### config.mk
export PLATFORM = sky130hd
export DESIGN_NAME = midi_byte_stream_parser_core
export DESIGN_NICKNAME = d
export VERILOG_FILES = /design/src/design/mbsp_pkg.sv /design/src/design/mbsp_in_stage.sv /design/src/design/mbsp_decode.sv /design/src/design/mbsp_out_stage.sv /design/src/design/midi_byte_stream_parser_core.sv
export VERILOG_INCLUDE_DIRS = /design/src /design/src/design
export SDC_FILE = /design/constraint.sdc
export NUM_CORES = 1
export LEC_CHECK = 0
export BUFFER_PORTS_ARGS = -buffer_cell sky130_fd_sc_hd__buf_2
export CORE_ASPECT_RATIO = 1.1
export CORE_MARGIN = 2
export CORE_UTILIZATION = 30
export CTS_CLUSTER_SIZE = 16
export DETAILED_ROUTE_END_ITERATION = 8
export HOLD_SLACK_MARGIN = 0.12
export REMOVE_ABC_BUFFERS = 1
export SYNTH_ARGS = -nofsm -noshare
export SYNTH_HDL_FRONTEND = slang
export SYNTH_SLANG_ARGS = --single-unit
### constraint.sdc
create_clock -name clk -period 2.4 [get_ports clk]
set_input_delay 0.24 -clock clk [delete_from_list [all_inputs] [get_ports clk]]
set_output_delay 0.24 -clock clk [all_outputs]
set_load 0.01 [all_outputs]
### src/design/midi_byte_stream_parser_core_macros.svh
// Assertion macros used by the MIDI byte stream parser RTL.
// No dependencies; include guard below.
`ifndef MIDI_BYTE_STREAM_PARSER_CORE_MACROS_SVH
`define MIDI_BYTE_STREAM_PARSER_CORE_MACROS_SVH

// Same-cycle implication, disabled in reset.
`define MBSP_ASSERT_IMPL(label, clk, rst_n, ante, cons) \
    label: assert property (@(posedge clk) disable iff (!rst_n) (ante) |-> (cons)) \
        else $error("mbsp assertion failed (same cycle)");

// Next-cycle implication, disabled in reset.
`define MBSP_ASSERT_NEXT(label, clk, rst_n, ante, cons) \
    label: assert property (@(posedge clk) disable iff (!rst_n) (ante) |=> (cons)) \
        else $error("mbsp assertion failed (next cycle)");

`endif

### src/design/mbsp_pkg.sv
// Package for the MIDI byte stream parser: types, status codes, length decode.
// No dependencies.
`default_nettype none

package mbsp_pkg;

    typedef enum logic [1:0] {
        MODE_READY = 2'd0,
        MODE_PARAM = 2'd1,
        MODE_SYSEX = 2'd2,
        MODE_ERROR = 2'd3
    } mode_t;

    localparam logic [7:0] STATUS_MIN   = 8'h80;
    localparam logic [7:0] STATUS_PROG  = 8'hC0;
    localparam logic [7:0] STATUS_BEND  = 8'hE0;
    localparam logic [7:0] SYSEX_START  = 8'hF0;
    localparam logic [7:0] SYS_MTC      = 8'hF1;
    localparam logic [7:0] SYS_SONG_POS = 8'hF2;
    localparam logic [7:0] SYS_SONG_SEL = 8'hF3;
    localparam logic [7:0] SYSEX_END    = 8'hF7;

    localparam int unsigned SYSEX_WORD_BYTES = 4;

    typedef struct packed {
        logic [7:0] data;
        logic       last;
    } item_t;

    typedef struct packed {
        logic        valid;
        logic [31:0] word;
        logic        err;
    } result_t;

    // Total message length in bytes for a status byte; 0 for data bytes and SysEx start.
    function automatic logic [1:0] msg_length(input logic [7:0] s);
        logic [1:0] len;
        begin
            if (s < STATUS_MIN)
                len = 2'd0;
            else if (s < STATUS_PROG)
                len = 2'd3;
            else if (s < STATUS_BEND)
                len = 2'd2;
            else if (s < SYSEX_START)
                len = 2'd3;
            else if (s == SYSEX_START)
                len = 2'd0;
            else if (s == SYS_MTC || s == SYS_SONG_SEL)
                len = 2'd2;
            else if (s == SYS_SONG_POS)
                len = 2'd3;
            else
                len = 2'd1;
            return len;
        end
    endfunction

endpackage

`default_nettype wire

### src/design/mbsp_in_stage.sv
// Input register of the MIDI byte stream parser.
// Depends on mbsp_pkg.
`default_nettype none

module mbsp_in_stage
(
    input  wire logic            clk,
    input  wire logic            rst_n,
    input  wire logic            byte_valid,
    output logic                 byte_ready,
    input  wire logic [7:0]      data_byte,
    input  wire logic            buffer_end,
    input  wire logic            take,
    output logic                 item_valid,
    output mbsp_pkg::item_t      item
);

    logic            valid_reg;
    logic            valid_next;
    mbsp_pkg::item_t item_reg;

    assign byte_ready = !valid_reg || take;

    always_comb
    begin
        valid_next = valid_reg;
        if (byte_valid && byte_ready)
            valid_next = 1'b1;
        else if (take)
            valid_next = 1'b0;
    end

    always_ff @(posedge clk or negedge rst_n)
    begin
        if (!rst_n)
            valid_reg <= 1'b0;
        else
            valid_reg <= valid_next;
    end

    always_ff @(posedge clk)
    begin
        if (byte_valid && byte_ready)
        begin
            item_reg.data <= data_byte;
            item_reg.last <= buffer_end;
        end
    end

    assign item_valid = valid_reg;
    assign item       = item_reg;

endmodule

`default_nettype wire

### src/design/mbsp_decode.sv
// Parser state and per-byte decode of the MIDI byte stream parser.
// Depends on mbsp_pkg and midi_byte_stream_parser_core_macros.svh.
`default_nettype none
`include "midi_byte_stream_parser_core_macros.svh"

module mbsp_decode
(
    input  wire logic            clk,
    input  wire logic            rst_n,
    input  wire logic            step,
    input  wire mbsp_pkg::item_t item,
    output mbsp_pkg::result_t    res
);

    mbsp_pkg::mode_t mode_reg;
    mbsp_pkg::mode_t mode_next;
    logic [7:0]      held_status_reg;
    logic [7:0]      held_status_next;
    logic [7:0]      first_param_reg;
    logic [7:0]      first_param_next;
    logic [1:0]      need_reg;
    logic [1:0]      need_next;
    logic [23:0]     sysex_bytes_reg;
    logic [23:0]     sysex_bytes_next;
    logic [1:0]      sysex_count_reg;
    logic [1:0]      sysex_count_next;

    logic [1:0]      len;
    logic            held_len3;
    logic [31:0]     sysex_word;
    logic [2:0]      sysex_n;
    logic            sysex_flush;

    assign len         = mbsp_pkg::msg_length(item.data);
    assign held_len3   = mbsp_pkg::msg_length(held_status_reg) == 2'd3;
    assign sysex_word  = {8'd0, sysex_bytes_reg} | ({24'd0, item.data} << {sysex_count_reg, 3'b000});
    assign sysex_n     = {1'b0, sysex_count_reg} + 3'd1;
    assign sysex_flush = (item.data == mbsp_pkg::SYSEX_END)
                         || (sysex_n == 3'(mbsp_pkg::SYSEX_WORD_BYTES));

    // next state
    always_comb
    begin
        mode_next = mode_reg;
        if (step)
        begin
            unique case (mode_reg)
                mbsp_pkg::MODE_READY:
                begin
                    if (item.data < mbsp_pkg::STATUS_MIN)
                        mode_next = mbsp_pkg::MODE_ERROR;
                    else if (item.data == mbsp_pkg::SYSEX_START)
                        mode_next = mbsp_pkg::MODE_SYSEX;
                    else if (len > 2'd1)
                        mode_next = item.last ? mbsp_pkg::MODE_ERROR : mbsp_pkg::MODE_PARAM;
                end
                mbsp_pkg::MODE_PARAM:
                begin
                    if (need_reg[1])
                    begin
                        if (item.last)
                            mode_next = mbsp_pkg::MODE_ERROR;
                    end
                    else
                        mode_next = mbsp_pkg::MODE_READY;
                end
                mbsp_pkg::MODE_SYSEX:
                begin
                    if (item.data == mbsp_pkg::SYSEX_END)
                        mode_next = mbsp_pkg::MODE_READY;
                end
                mbsp_pkg::MODE_ERROR:
                    mode_next = mbsp_pkg::MODE_ERROR;
                default:
                    mode_next = mode_reg;
            endcase
        end
    end

    // outputs and datapath
    always_comb
    begin
        held_status_next = held_status_reg;
        first_param_next = first_param_reg;
        need_next        = need_reg;
        sysex_bytes_next = sysex_bytes_reg;
        sysex_count_next = sysex_count_reg;
        res              = '0;
        if (step)
        begin
            unique case (mode_reg)
                mbsp_pkg::MODE_READY:
                begin
                    if (item.data < mbsp_pkg::STATUS_MIN)
                    begin
                        res.valid = 1'b1;
                        res.err   = 1'b1;
                    end
                    else if (item.data == mbsp_pkg::SYSEX_START)
                    begin
                        sysex_bytes_next = {16'd0, mbsp_pkg::SYSEX_START};
                        sysex_count_next = 2'd1;
                    end
                    else if (len <= 2'd1)
                    begin
                        res.valid = 1'b1;
                        res.word  = {24'd0, item.data};
                    end
                    else
                    begin
                        held_status_next = item.data;
                        first_param_next = 8'd0;
                        need_next        = len - 2'd1;
                        if (item.last)
                        begin
                            res.valid = 1'b1;
                            res.err   = 1'b1;
                        end
                    end
                end
                mbsp_pkg::MODE_PARAM:
                begin
                    if (need_reg[1])
                    begin
                        first_param_next = item.data;
                        need_next        = 2'd1;
                        if (item.last)
                        begin
                            res.valid = 1'b1;
                            res.err   = 1'b1;
                        end
                    end
                    else
                    begin
                        need_next = 2'd0;
                        res.valid = 1'b1;
                        if (held_len3)
                            res.word = {8'd0, item.data, first_param_reg, held_status_reg};
                        else
                            res.word = {16'd0, item.data, held_status_reg};
                    end
                end
                mbsp_pkg::MODE_SYSEX:
                begin
                    if (sysex_flush)
                    begin
                        sysex_bytes_next = 24'd0;
                        sysex_count_next = 2'd0;
                        res.valid        = 1'b1;
                        res.word         = sysex_word;
                    end
                    else
                    begin
                        sysex_bytes_next = sysex_word[23:0];
                        sysex_count_next = sysex_n[1:0];
                    end
                end
                mbsp_pkg::MODE_ERROR:
                    res = '0;
                default:
                    res = '0;
            endcase
        end
    end

    always_ff @(posedge clk or negedge rst_n)
    begin
        if (!rst_n)
        begin
            mode_reg        <= mbsp_pkg::MODE_READY;
            held_status_reg <= 8'd0;
            first_param_reg <= 8'd0;
            need_reg        <= 2'd0;
            sysex_bytes_reg <= 24'd0;
            sysex_count_reg <= 2'd0;
        end
        else
        begin
            mode_reg        <= mode_next;
            held_status_reg <= held_status_next;
            first_param_reg <= first_param_next;
            need_reg        <= need_next;
            sysex_bytes_reg <= sysex_bytes_next;
            sysex_count_reg <= sysex_count_next;
        end
    end

    `MBSP_ASSERT_NEXT(a_error_sticky, clk, rst_n, mode_reg == mbsp_pkg::MODE_ERROR, mode_reg == mbsp_pkg::MODE_ERROR)
    `MBSP_ASSERT_IMPL(a_error_silent, clk, rst_n, mode_reg == mbsp_pkg::MODE_ERROR, !res.valid)
    `MBSP_ASSERT_IMPL(a_error_word_zero, clk, rst_n, res.valid && res.err, res.word == 32'd0)
    `MBSP_ASSERT_IMPL(a_param_pending, clk, rst_n, mode_reg == mbsp_pkg::MODE_PARAM, need_reg != 2'd0)
    `MBSP_ASSERT_IMPL(a_sysex_idle_clear, clk, rst_n, mode_reg != mbsp_pkg::MODE_SYSEX, sysex_count_reg == 2'd0)

endmodule

`default_nettype wire

### src/design/mbsp_out_stage.sv
// Result register of the MIDI byte stream parser.
// Depends on mbsp_pkg.
`default_nettype none

module mbsp_out_stage
(
    input  wire logic              clk,
    input  wire logic              rst_n,
    input  wire mbsp_pkg::result_t res,
    output logic                   can_load,
    output logic                   msg_valid,
    input  wire logic              msg_ready,
    output logic [31:0]            message_word,
    output logic                   error_flag
);

    logic        valid_reg;
    logic        valid_next;
    logic [31:0] word_reg;
    logic        err_reg;

    assign can_load = !valid_reg || msg_ready;

    always_comb
    begin
        valid_next = valid_reg;
        if (res.valid)
            valid_next = 1'b1;
        else if (msg_ready)
            valid_next = 1'b0;
    end

    always_ff @(posedge clk or negedge rst_n)
    begin
        if (!rst_n)
            valid_reg <= 1'b0;
        else
            valid_reg <= valid_next;
    end

    always_ff @(posedge clk)
    begin
        if (res.valid)
        begin
            word_reg <= res.word;
            err_reg  <= res.err;
        end
    end

    assign msg_valid    = valid_reg;
    assign message_word = word_reg;
    assign error_flag   = err_reg;

endmodule

`default_nettype wire

### src/design/midi_byte_stream_parser_core.sv
// MIDI byte stream parser: takes one byte per transaction and returns packed channel and
// system messages, SysEx words of up to four bytes, or a single error report. Sustained
// rate is one byte per clock while msg_ready stays high. A byte's result reaches the
// outputs through the input register, the single decode stage and the result register.
// While a result waits unaccepted, the byte in the input register waits with it, so a
// stalled receiver stalls the input once the input register holds a byte. A byte that
// completes nothing yields no result. Depends on mbsp_pkg, mbsp_in_stage, mbsp_decode,
// mbsp_out_stage.
`default_nettype none

module midi_byte_stream_parser_core
(
    input  wire logic        clk,
    input  wire logic        rst_n,
    input  wire logic        byte_valid,
    output logic             byte_ready,
    input  wire logic [7:0]  data_byte,
    input  wire logic        buffer_end,
    output logic             msg_valid,
    input  wire logic        msg_ready,
    output logic [31:0]      message_word,
    output logic             error_flag
);

    logic              item_valid;
    mbsp_pkg::item_t   item;
    logic              can_load;
    logic              step;
    mbsp_pkg::result_t res;

    assign step = item_valid && can_load;

    mbsp_in_stage u_in
    (
        .clk        (clk),
        .rst_n      (rst_n),
        .byte_valid (byte_valid),
        .byte_ready (byte_ready),
        .data_byte  (data_byte),
        .buffer_end (buffer_end),
        .take       (step),
        .item_valid (item_valid),
        .item       (item)
    );

    mbsp_decode u_decode
    (
        .clk   (clk),
        .rst_n (rst_n),
        .step  (step),
        .item  (item),
        .res   (res)
    );

    mbsp_out_stage u_out
    (
        .clk          (clk),
        .rst_n        (rst_n),
        .res          (res),
        .can_load     (can_load),
        .msg_valid    (msg_valid),
        .msg_ready    (msg_ready),
        .message_word (message_word),
        .error_flag   (error_flag)
    );

endmodule

`default_nettype wire
==> impl_metrics.csv, run 1 <==
group,metric,value,unit
status,status,"finished clean",
floorplan,num_rows,44,
placement,portBuffers,47,
critical_path,worst-path-buf-inv,1,
min_path,worstHoldPathType,"in -> reg",
floorplan,die_height,125,µm
sta,post-route-period-util,88.1,%
route,vias,3017,
floorplan,num_io_pins,48,
synthesis,synth.lib_cells_used.distinct,53,
global_route,maximum_number_of_pins_on_one_net_before_global_route_repair,25,
placement,placedCellCount,564,
route,detail_route.wl_per_cell,17.4,µm
sta,worst_relative_slew_slack,56.2,%
placement,place_congestion,0.879,
final_layout,area_growth,21.6,%
pwr,cellLeakagePower,1.98,nW
sta,timing_worst_slew_pin_value,654,ps
final_layout,share_of_cells_above_drive_strength_1,23.3,%
sta,finClkSkew,11.6,ps
route,drt_pass1_iterations,5,
sta,timing.final.hold_violations,0,
global_route,grt_pass1_wl,16700,µm
final_layout,nNetsFinal,439,
critical_path,end_kind,"flip-flop",
route,routed_via_density,5.10,
final_layout,insertedDiodeCount,0,
floorplan,design.die.area,0.0143,mm²
final_layout,largest_register_ffs,32,
clocking,worst_skew_pair.late_latency,350,ps
clocking,ctsLongestPathBuffers,2,
synthesis,yosysSeqAreaShare,60.9,%
clocking,cts_resized,0,
synthesis,netlist_area,0.00400,mm²
synthesis,syn-instance-count,356,
critical_path,reg2reg_setup_slack,290,ps
critical_path,cpPeakStageDelay,460,ps
critical_path,cp_data_required_time,2420,ps
sta,final_critical_path_setup_slack,286,ps
sta,slew_violations,0,
floorplan,design.core.area,0.0131,mm²
sta,clock.fmax,473,MHz
clocking,clock_sink_count,89,
route,drcViolationCount,0,
route,finalWirelength,10300,µm
clocking,tritoncts.num_buffers,9,
final_layout,fillCellCount,1295,
global_route,global_route.usage.total,15.4,%
critical_path,cp_data_arrival_time,2130,ps
synthesis,synth_top_area_share,31.5,%
synthesis,post-synth-top-area-cell,"sky130_fd_sc_hd__edfxtp_1",
sta,rsz0062_at_grt,"no",
critical_path,start_kind,"flip-flop",
flow_run,drv_cap,0,
final_layout,layoutNonFillerInstCount,591,
clocking,cts.reportedPaths.clkPinSlew,60,ps
clocking,cts_tree,"built",
pwr,power_density,1120,mW/mm²
synthesis,dominant_cells_by_area_after_synthesis,"sky130_fd_sc_hd__edfxtp_1 (31%), sky130_fd_sc_hd__dfrtp_1 (29%), sky130_fd_sc_hd__nor2_1 (4.5%)",
synthesis,yosysWarningCount,0,
global_route,number_of_global_route_vias_before_repair,3121,
pwr,ir_worst_vdd,0.000410,V
route,first_iter_violations,258,
floorplan,fp.dieW,114,µm
global_route,grt_antenna_before_repair,0,
global_route,globalRoute.totalOverflow,0,
placement,pre_cts_ws,308,ps
sta,setup_viol,0,
critical_path,path_max_fanout,24,
synthesis,dominantRegCellSynth,"sky130_fd_sc_hd__dfrtp_1",
clocking,htreeDepth,3,
sta,post_layout_min_period,2110,ps
placement,detailed_place_hpwl,6910,µm
synthesis,avgSynthCellArea,11.2,µm²
critical_path,slowest_cp_cell,"sky130_fd_sc_hd__a2111oi_0",
floorplan,initial_core_util,30.6,%
synthesis,synth-async-reset-ratio,52.8,%
synthesis,synth_enable_flop_cells,42,
clocking,cts_root_buffer,"sky130_fd_sc_hd__clkbuf_16",
synthesis,synth_seq_cells,89,
critical_path,worstSetupPathType,"reg -> reg",
route,ant_nets,0,
critical_path,cell_type_group_with_the_largest_total_delay_on_the_critical_path,"simple AND/OR/NAND/NOR gates",
critical_path,timing.critical_path.cells,"nand2b_2 > nand2_1 > a2111oi_0 > or3_1 > buf_4",
==> cell type report <==
| class | instances | area, µm² | area share (%) |
|---|---|---|---|
| clock buffers | 10 | 229 | 4.70 |
| clock inverters | 6 | 50.0 | 1.03 |
| inverters | 14 | 52.6 | 1.08 |
| multi-input cells | 229 | 1370 | 28.2 |
| flip-flops and latches | 89 | 2440 | 50.1 |
| well taps | 161 | 201 | 4.14 |
| repair buffers | 82 | 526 | 10.8 |
==> power breakdown <==
group,leakage (nW),internal [W],switching [W]
sequential,0.997,0.00210,0.000279
combinational,0.843,0.000652,0.00107
clock,0.135,0.000717,0.000615
total,1.98,0.00347,0.00197
==> layer usage <==
metal / GRT usage (%) / share of wire (%)
met5: 0 / 0
met4: 6.74 / 1.7
met3: 3.68 / 6.8
met2: 24.6 / 49
met1: 19.7 / 43
==> through the flow <==
stage          utilization [%]  total power, W  TNS, ps  instance area (µm²)  hold WS [ps]
4_1_cts                   37.2         0.00549        0                 4870           224
3_5_place_dp              34.2         0.00412        0                 4480          89.3
6_report                  37.2         0.00544        0                 4870           226
2_1_floorplan                -         0.00342    -4060                 3860         -55.6
3_3_place_gp              34.2         0.00409        0                 4480          92.9
5_1_grt                   37.2         0.00581        0                 4870           271
==> final timing paths <==
path                                                to                        start  cells after the start
max in group asynchronous  u_decode.sysex_bytes_reg[7]                        rst_n                      3
max                             u_out.message_word[12]              u_out.msg_valid                      5
min reg2reg                u_decode.sysex_bytes_reg[6]  u_decode.sysex_bytes_reg[6]                      1
min                                    u_in.item_valid                    msg_ready                      4
min in group asynchronous  u_decode.first_param_reg[6]                        rst_n                      2
max reg2reg                     u_out.message_word[12]              u_out.msg_valid                      5
==> repair_timing <==
item	CTS	global route
setup buffers	0	0
hold buffers	11	0
hold endpoints to repair	57	0
==> logic make-up (layout without fill, tap and decap cells) <==
kind of cell,Yosys count,count (layout),share of synthesized area (%)
flops,89,89,60.9
mux,11,11,2.84
compound gates,103,103,16.9
simple gates,114,114,14.2
buf+inv,38,112,4.81
fa+ha+maj,1,1,0.312
==> cell usage after synthesis, types with 2 or more instances <==
master                     count
sky130_fd_sc_hd__o21a_1        5
sky130_fd_sc_hd__mux2_2        3
sky130_fd_sc_hd__clkbuf_1      9
sky130_fd_sc_hd__nand3_1       2
sky130_fd_sc_hd__buf_2         6
sky130_fd_sc_hd__a21oi_1      24
sky130_fd_sc_hd__o31ai_1       3
sky130_fd_sc_hd__o211ai_1      3
sky130_fd_sc_hd__mux2i_1       8
sky130_fd_sc_hd__dfrtp_1      47
sky130_fd_sc_hd__buf_6         3
sky130_fd_sc_hd__inv_1        14
sky130_fd_sc_hd__a22oi_1      12
sky130_fd_sc_hd__nor2b_1       9
sky130_fd_sc_hd__nand2_1      24
sky130_fd_sc_hd__and2_1        9
sky130_fd_sc_hd__a31oi_1      20
sky130_fd_sc_hd__buf_4         5
sky130_fd_sc_hd__nand2b_1      5
sky130_fd_sc_hd__o22ai_1       7
sky130_fd_sc_hd__nor3_1        3
sky130_fd_sc_hd__edfxtp_1     42
sky130_fd_sc_hd__o21ai_0      12
sky130_fd_sc_hd__nor2_1       48
sky130_fd_sc_hd__o21ai_1       5
==> worst reg2reg max path, stage by stage (launching register included) <==
cell	delay [ps]
sky130_fd_sc_hd__dfrtp_1	400
sky130_fd_sc_hd__nand2b_2	140
sky130_fd_sc_hd__nand2_1	270
sky130_fd_sc_hd__a2111oi_0	460
sky130_fd_sc_hd__or3_1	200
sky130_fd_sc_hd__buf_4	300
==> layout by cell type (no fill, tap or decap), types with 3 or more instances in the layout <==
| master | synthesis | layout |
|---|---|---|
| sky130_fd_sc_hd__a21oi_1 | 24 | 24 |
| sky130_fd_sc_hd__nor2_1 | 48 | 48 |
| sky130_fd_sc_hd__dfrtp_1 | 47 | 47 |
| sky130_fd_sc_hd__nand2b_1 | 5 | 5 |
| sky130_fd_sc_hd__buf_4 | 5 | 24 |
| sky130_fd_sc_hd__o22ai_1 | 7 | 7 |
| sky130_fd_sc_hd__nand2_1 | 24 | 24 |
| sky130_fd_sc_hd__o21ai_1 | 5 | 5 |
| sky130_fd_sc_hd__clkbuf_16 | 0 | 9 |
| sky130_fd_sc_hd__nor3_1 | 3 | 3 |
| sky130_fd_sc_hd__o211ai_1 | 3 | 3 |
| sky130_fd_sc_hd__a31oi_1 | 20 | 20 |
| sky130_fd_sc_hd__mux2i_1 | 8 | 8 |
| sky130_fd_sc_hd__mux2_2 | 3 | 3 |
| sky130_fd_sc_hd__edfxtp_1 | 42 | 42 |
| sky130_fd_sc_hd__o21ai_0 | 12 | 12 |
| sky130_fd_sc_hd__and2_1 | 9 | 9 |
| sky130_fd_sc_hd__o21a_1 | 5 | 5 |
| sky130_fd_sc_hd__nor2b_1 | 9 | 9 |
| sky130_fd_sc_hd__o31ai_1 | 3 | 3 |
| sky130_fd_sc_hd__buf_2 | 6 | 47 |
| sky130_fd_sc_hd__dlygate4sd3_1 | 0 | 11 |
| sky130_fd_sc_hd__inv_1 | 14 | 14 |
| sky130_fd_sc_hd__a22oi_1 | 12 | 12 |
Note: power is estimated with default switching activity, not from simulation.
==> inputs of run 2 (changes only) <==
--- a/config.mk
+++ b/config.mk
@@ -13,6 +13,7 @@
 export CTS_CLUSTER_SIZE = 16
 export DETAILED_ROUTE_END_ITERATION = 8
 export HOLD_SLACK_MARGIN = 0.12
+export PLACE_DENSITY = 0.55
 export REMOVE_ABC_BUFFERS = 1
 export SYNTH_ARGS = -nofsm -noshare
 export SYNTH_HDL_FRONTEND = slang
==> run 2 against run 1 <==
Compared with the run above: sequential share of layout area decreased by 0.68 points; first-iteration DRC count increased by 36%; worst setup slack got worse by 68 ps; sequential power about the same; via count increased by 0.20%; die area unchanged; worst hold slack improved by 19 ps; critical endpoint is now u_out.message_word[25]; largest cell class unchanged; largest power group unchanged.
==> impl_metrics.csv, run 2 (synthesized netlist as in run 1, its figures left out) <==
group,metric,value,unit
status,status,"finished clean",
sta,slew_violations,0,
pwr,ir_worst_vdd,0.000359,V
sta,setup_viol,0,
floorplan,fp.dieW,114,µm
sta,worst_relative_slew_slack,57.0,%
route,drt_pass1_iterations,5,
route,finalWirelength,10100,µm
sta,rsz0062_at_grt,"no",
placement,detailed_place_hpwl,6790,µm
global_route,globalRoute.totalOverflow,0,
pwr,clockPowerShare,26.9,%
route,drcViolationCount,0,
sta,timing_worst_slew_pin_value,643,ps
pwr,power_frac_comb,31.3,%
final_layout,largest_register_ffs,32,
pwr,total_switching_power,0.00195,W
final_layout,post-route-cell-area,0.00494,mm²
clocking,cts_tree,"built",
critical_path,worstSetupPathType,"reg -> reg",
sta,timing.final.hold_violations,0,
clocking,htreeDepth,3,
sta,clock.fmax,458,MHz
final_layout,share_of_cells_above_drive_strength_1,23.7,%
pwr,seqPwrFrac,41.8,%
pwr,power_density,1140,mW/mm²
placement,place_congestion,0.901,
critical_path,cp_data_arrival_time,2190,ps
final_layout,insertedDiodeCount,0,
critical_path,reg2reg_setup_slack,220,ps
clocking,worst_skew_pair.late_latency,340,ps
sta,post-route-period-util,90.9,%
pwr,p_int,0.00369,W
global_route,number_of_global_route_vias_before_repair,3092,
floorplan,initial_core_util,30.6,%
min_path,worstHoldPathType,"in -> reg",
clocking,tritoncts.num_buffers,9,
critical_path,start_kind,"flip-flop",
clocking,buffers_inserted_by_post_cts_timing_repair,0,
floorplan,design.die.area,0.0143,mm²
sta,finClkSkew,9.35,ps
clocking,ctsLongestPathBuffers,2,
route,routed_via_density,5.11,
clocking,cts.reportedPaths.clkPinSlew,60,ps
route,vias,3023,
min_path,number_of_cells_on_the_worst_hold_path,4,
pwr,net_switching_fraction_of_the_power,34.6,%
min_path,hold_path_end,"u_in.item_valid",
min_path,min-delay-start,"msg_ready",
critical_path,r2r_end,"u_out.message_word[25]",
floorplan,num_rows,44,
route,first_iter_violations,350,
flow_run,drv_cap,0,
global_route,global_route.usage.total,15.0,%
pwr,cellLeakagePower,2.00,nW
critical_path,path_max_fanout,23,
critical_path,cp_data_required_time,2410,ps
global_route,grt_antenna_before_repair,0,
route,detail_route.wl_per_cell,17.1,µm
clocking,cts_root_buffer,"sky130_fd_sc_hd__clkbuf_16",
floorplan,design.core.area,0.0131,mm²
final_layout,area_growth,23.3,%
placement,portBuffers,47,
route,ant_nets,0,
placement,placedInstanceArea,0.00450,mm²
global_route,grt_pass1_wl,16400,µm
final_layout,mostFrequentLayoutCell,"sky130_fd_sc_hd__nor2_1",
sta,post_layout_min_period,2180,ps
final_layout,fillCellCount,1304,
floorplan,die_height,125,µm
sta,fin_worst_hold_slack,245,ps
sta,setup_total_negative_slack,0,ps
critical_path,r2r-start,"u_in.item[4]",
final_layout,most_used_cells_in_the_layout_excluding_fill_and_tap_cells,"sky130_fd_sc_hd__nor2_1 (48), sky130_fd_sc_hd__buf_2 (47), sky130_fd_sc_hd__dfrtp_1 (47), sky130_fd_sc_hd__edfxtp_1 (42)",
final_layout,nNetsFinal,440,
floorplan,num_io_pins,48,
global_route,maximum_number_of_pins_on_one_net_before_global_route_repair,27,
critical_path,end_kind,"flip-flop",
critical_path,ff2ff_path_depth,6,
clocking,clock_sink_count,89,
run 2: cell count changes in the layout (fill, tap and decap cells not counted), sizes merged:
cell      before  now
bufinv         0    2
buf           71   72
clkinvlp       1    2
clkinv         2    1
clkbuf        10    9
inv           17   16
run 2: metrics by stage:
stage	instances	power [W]	util, %	worst slack [ps]
after detailed placement	565	0.00414	34.3	248
after global routing	592	0.00598	37.7	63.1
after global placement	565	0.00411	34.3	316
after floorplan	332	0.00342	-	-123
final	592	0.00564	37.7	218
after CTS	592	0.00569	37.7	236
run 2: worst max path at each step:
stage / start / to / slack, ps / cells past startpoint
detailed placement: u_in.item[4] / u_out.message_word[27] / 250 / 5
CTS: u_in.item[4] / u_out.message_word[14] / 240 / 5
finish: u_in.item[4] / u_out.message_word[25] / 220 / 6
floorplan: u_in.item[8] / u_out.error_flag / -120 / 4
global route: u_in.item[4] / u_out.message_word[14] / 60 / 6
global placement: u_decode.mode_reg[0] / u_out.message_word[18] / 320 / 5
run 2: cell type report:
type / count / area, µm² / area share, %
tap: 161 / 201 / 4.08
clock inverter: 7 / 101 / 2.05
clock buffer: 9 / 225 / 4.56
inverter: 14 / 52.6 / 1.06
multi-input combinational: 229 / 1370 / 27.8
timing repair buffer: 83 / 546 / 11.0
sequential: 89 / 2440 / 49.4
run 2: worst max-delay path, stage by stage (launching register included):
cell and delay, ps:
sky130_fd_sc_hd__edfxtp_1 420, sky130_fd_sc_hd__buf_4 190, sky130_fd_sc_hd__nor2_1 60, sky130_fd_sc_hd__and3_2 240, sky130_fd_sc_hd__a2111oi_0 430, sky130_fd_sc_hd__or3_1 200, sky130_fd_sc_hd__buf_4 310
run 2: layer usage:
| metal | part of all wire, % | vias to the layer above | wire (µm) | track usage (%) |
|---|---|---|---|---|
| met3 | 4.7 | 14 | 476 | 3.05 |
| met4 | 2.0 | 0 | 201 | 6.03 |
| met1 | 46 | 1489 | 4600 | 20.2 |
| met2 | 48 | 89 | 4830 | 23.6 |
| met5 | 0 | - | 0 | 0 |
| li1 | - | 1431 | - | - |
run 2: repair_timing:
item / in CTS / in global routing
gates resized for setup: 0 / 0
hold buffers: 11 / 0
endpoints found under the hold margin: 34 / 0
run 2: power by group through the flow:
stage	registers, W	clock network, W	logic (W)
after floorplan	0.00243	0	0.000986
after global placement	0.00237	0	0.00173
after detailed placement	0.00238	0	0.00175
after CTS	0.00236	0.00155	0.00178
after global routing	0.00241	0.00162	0.00196
final	0.00236	0.00152	0.00177
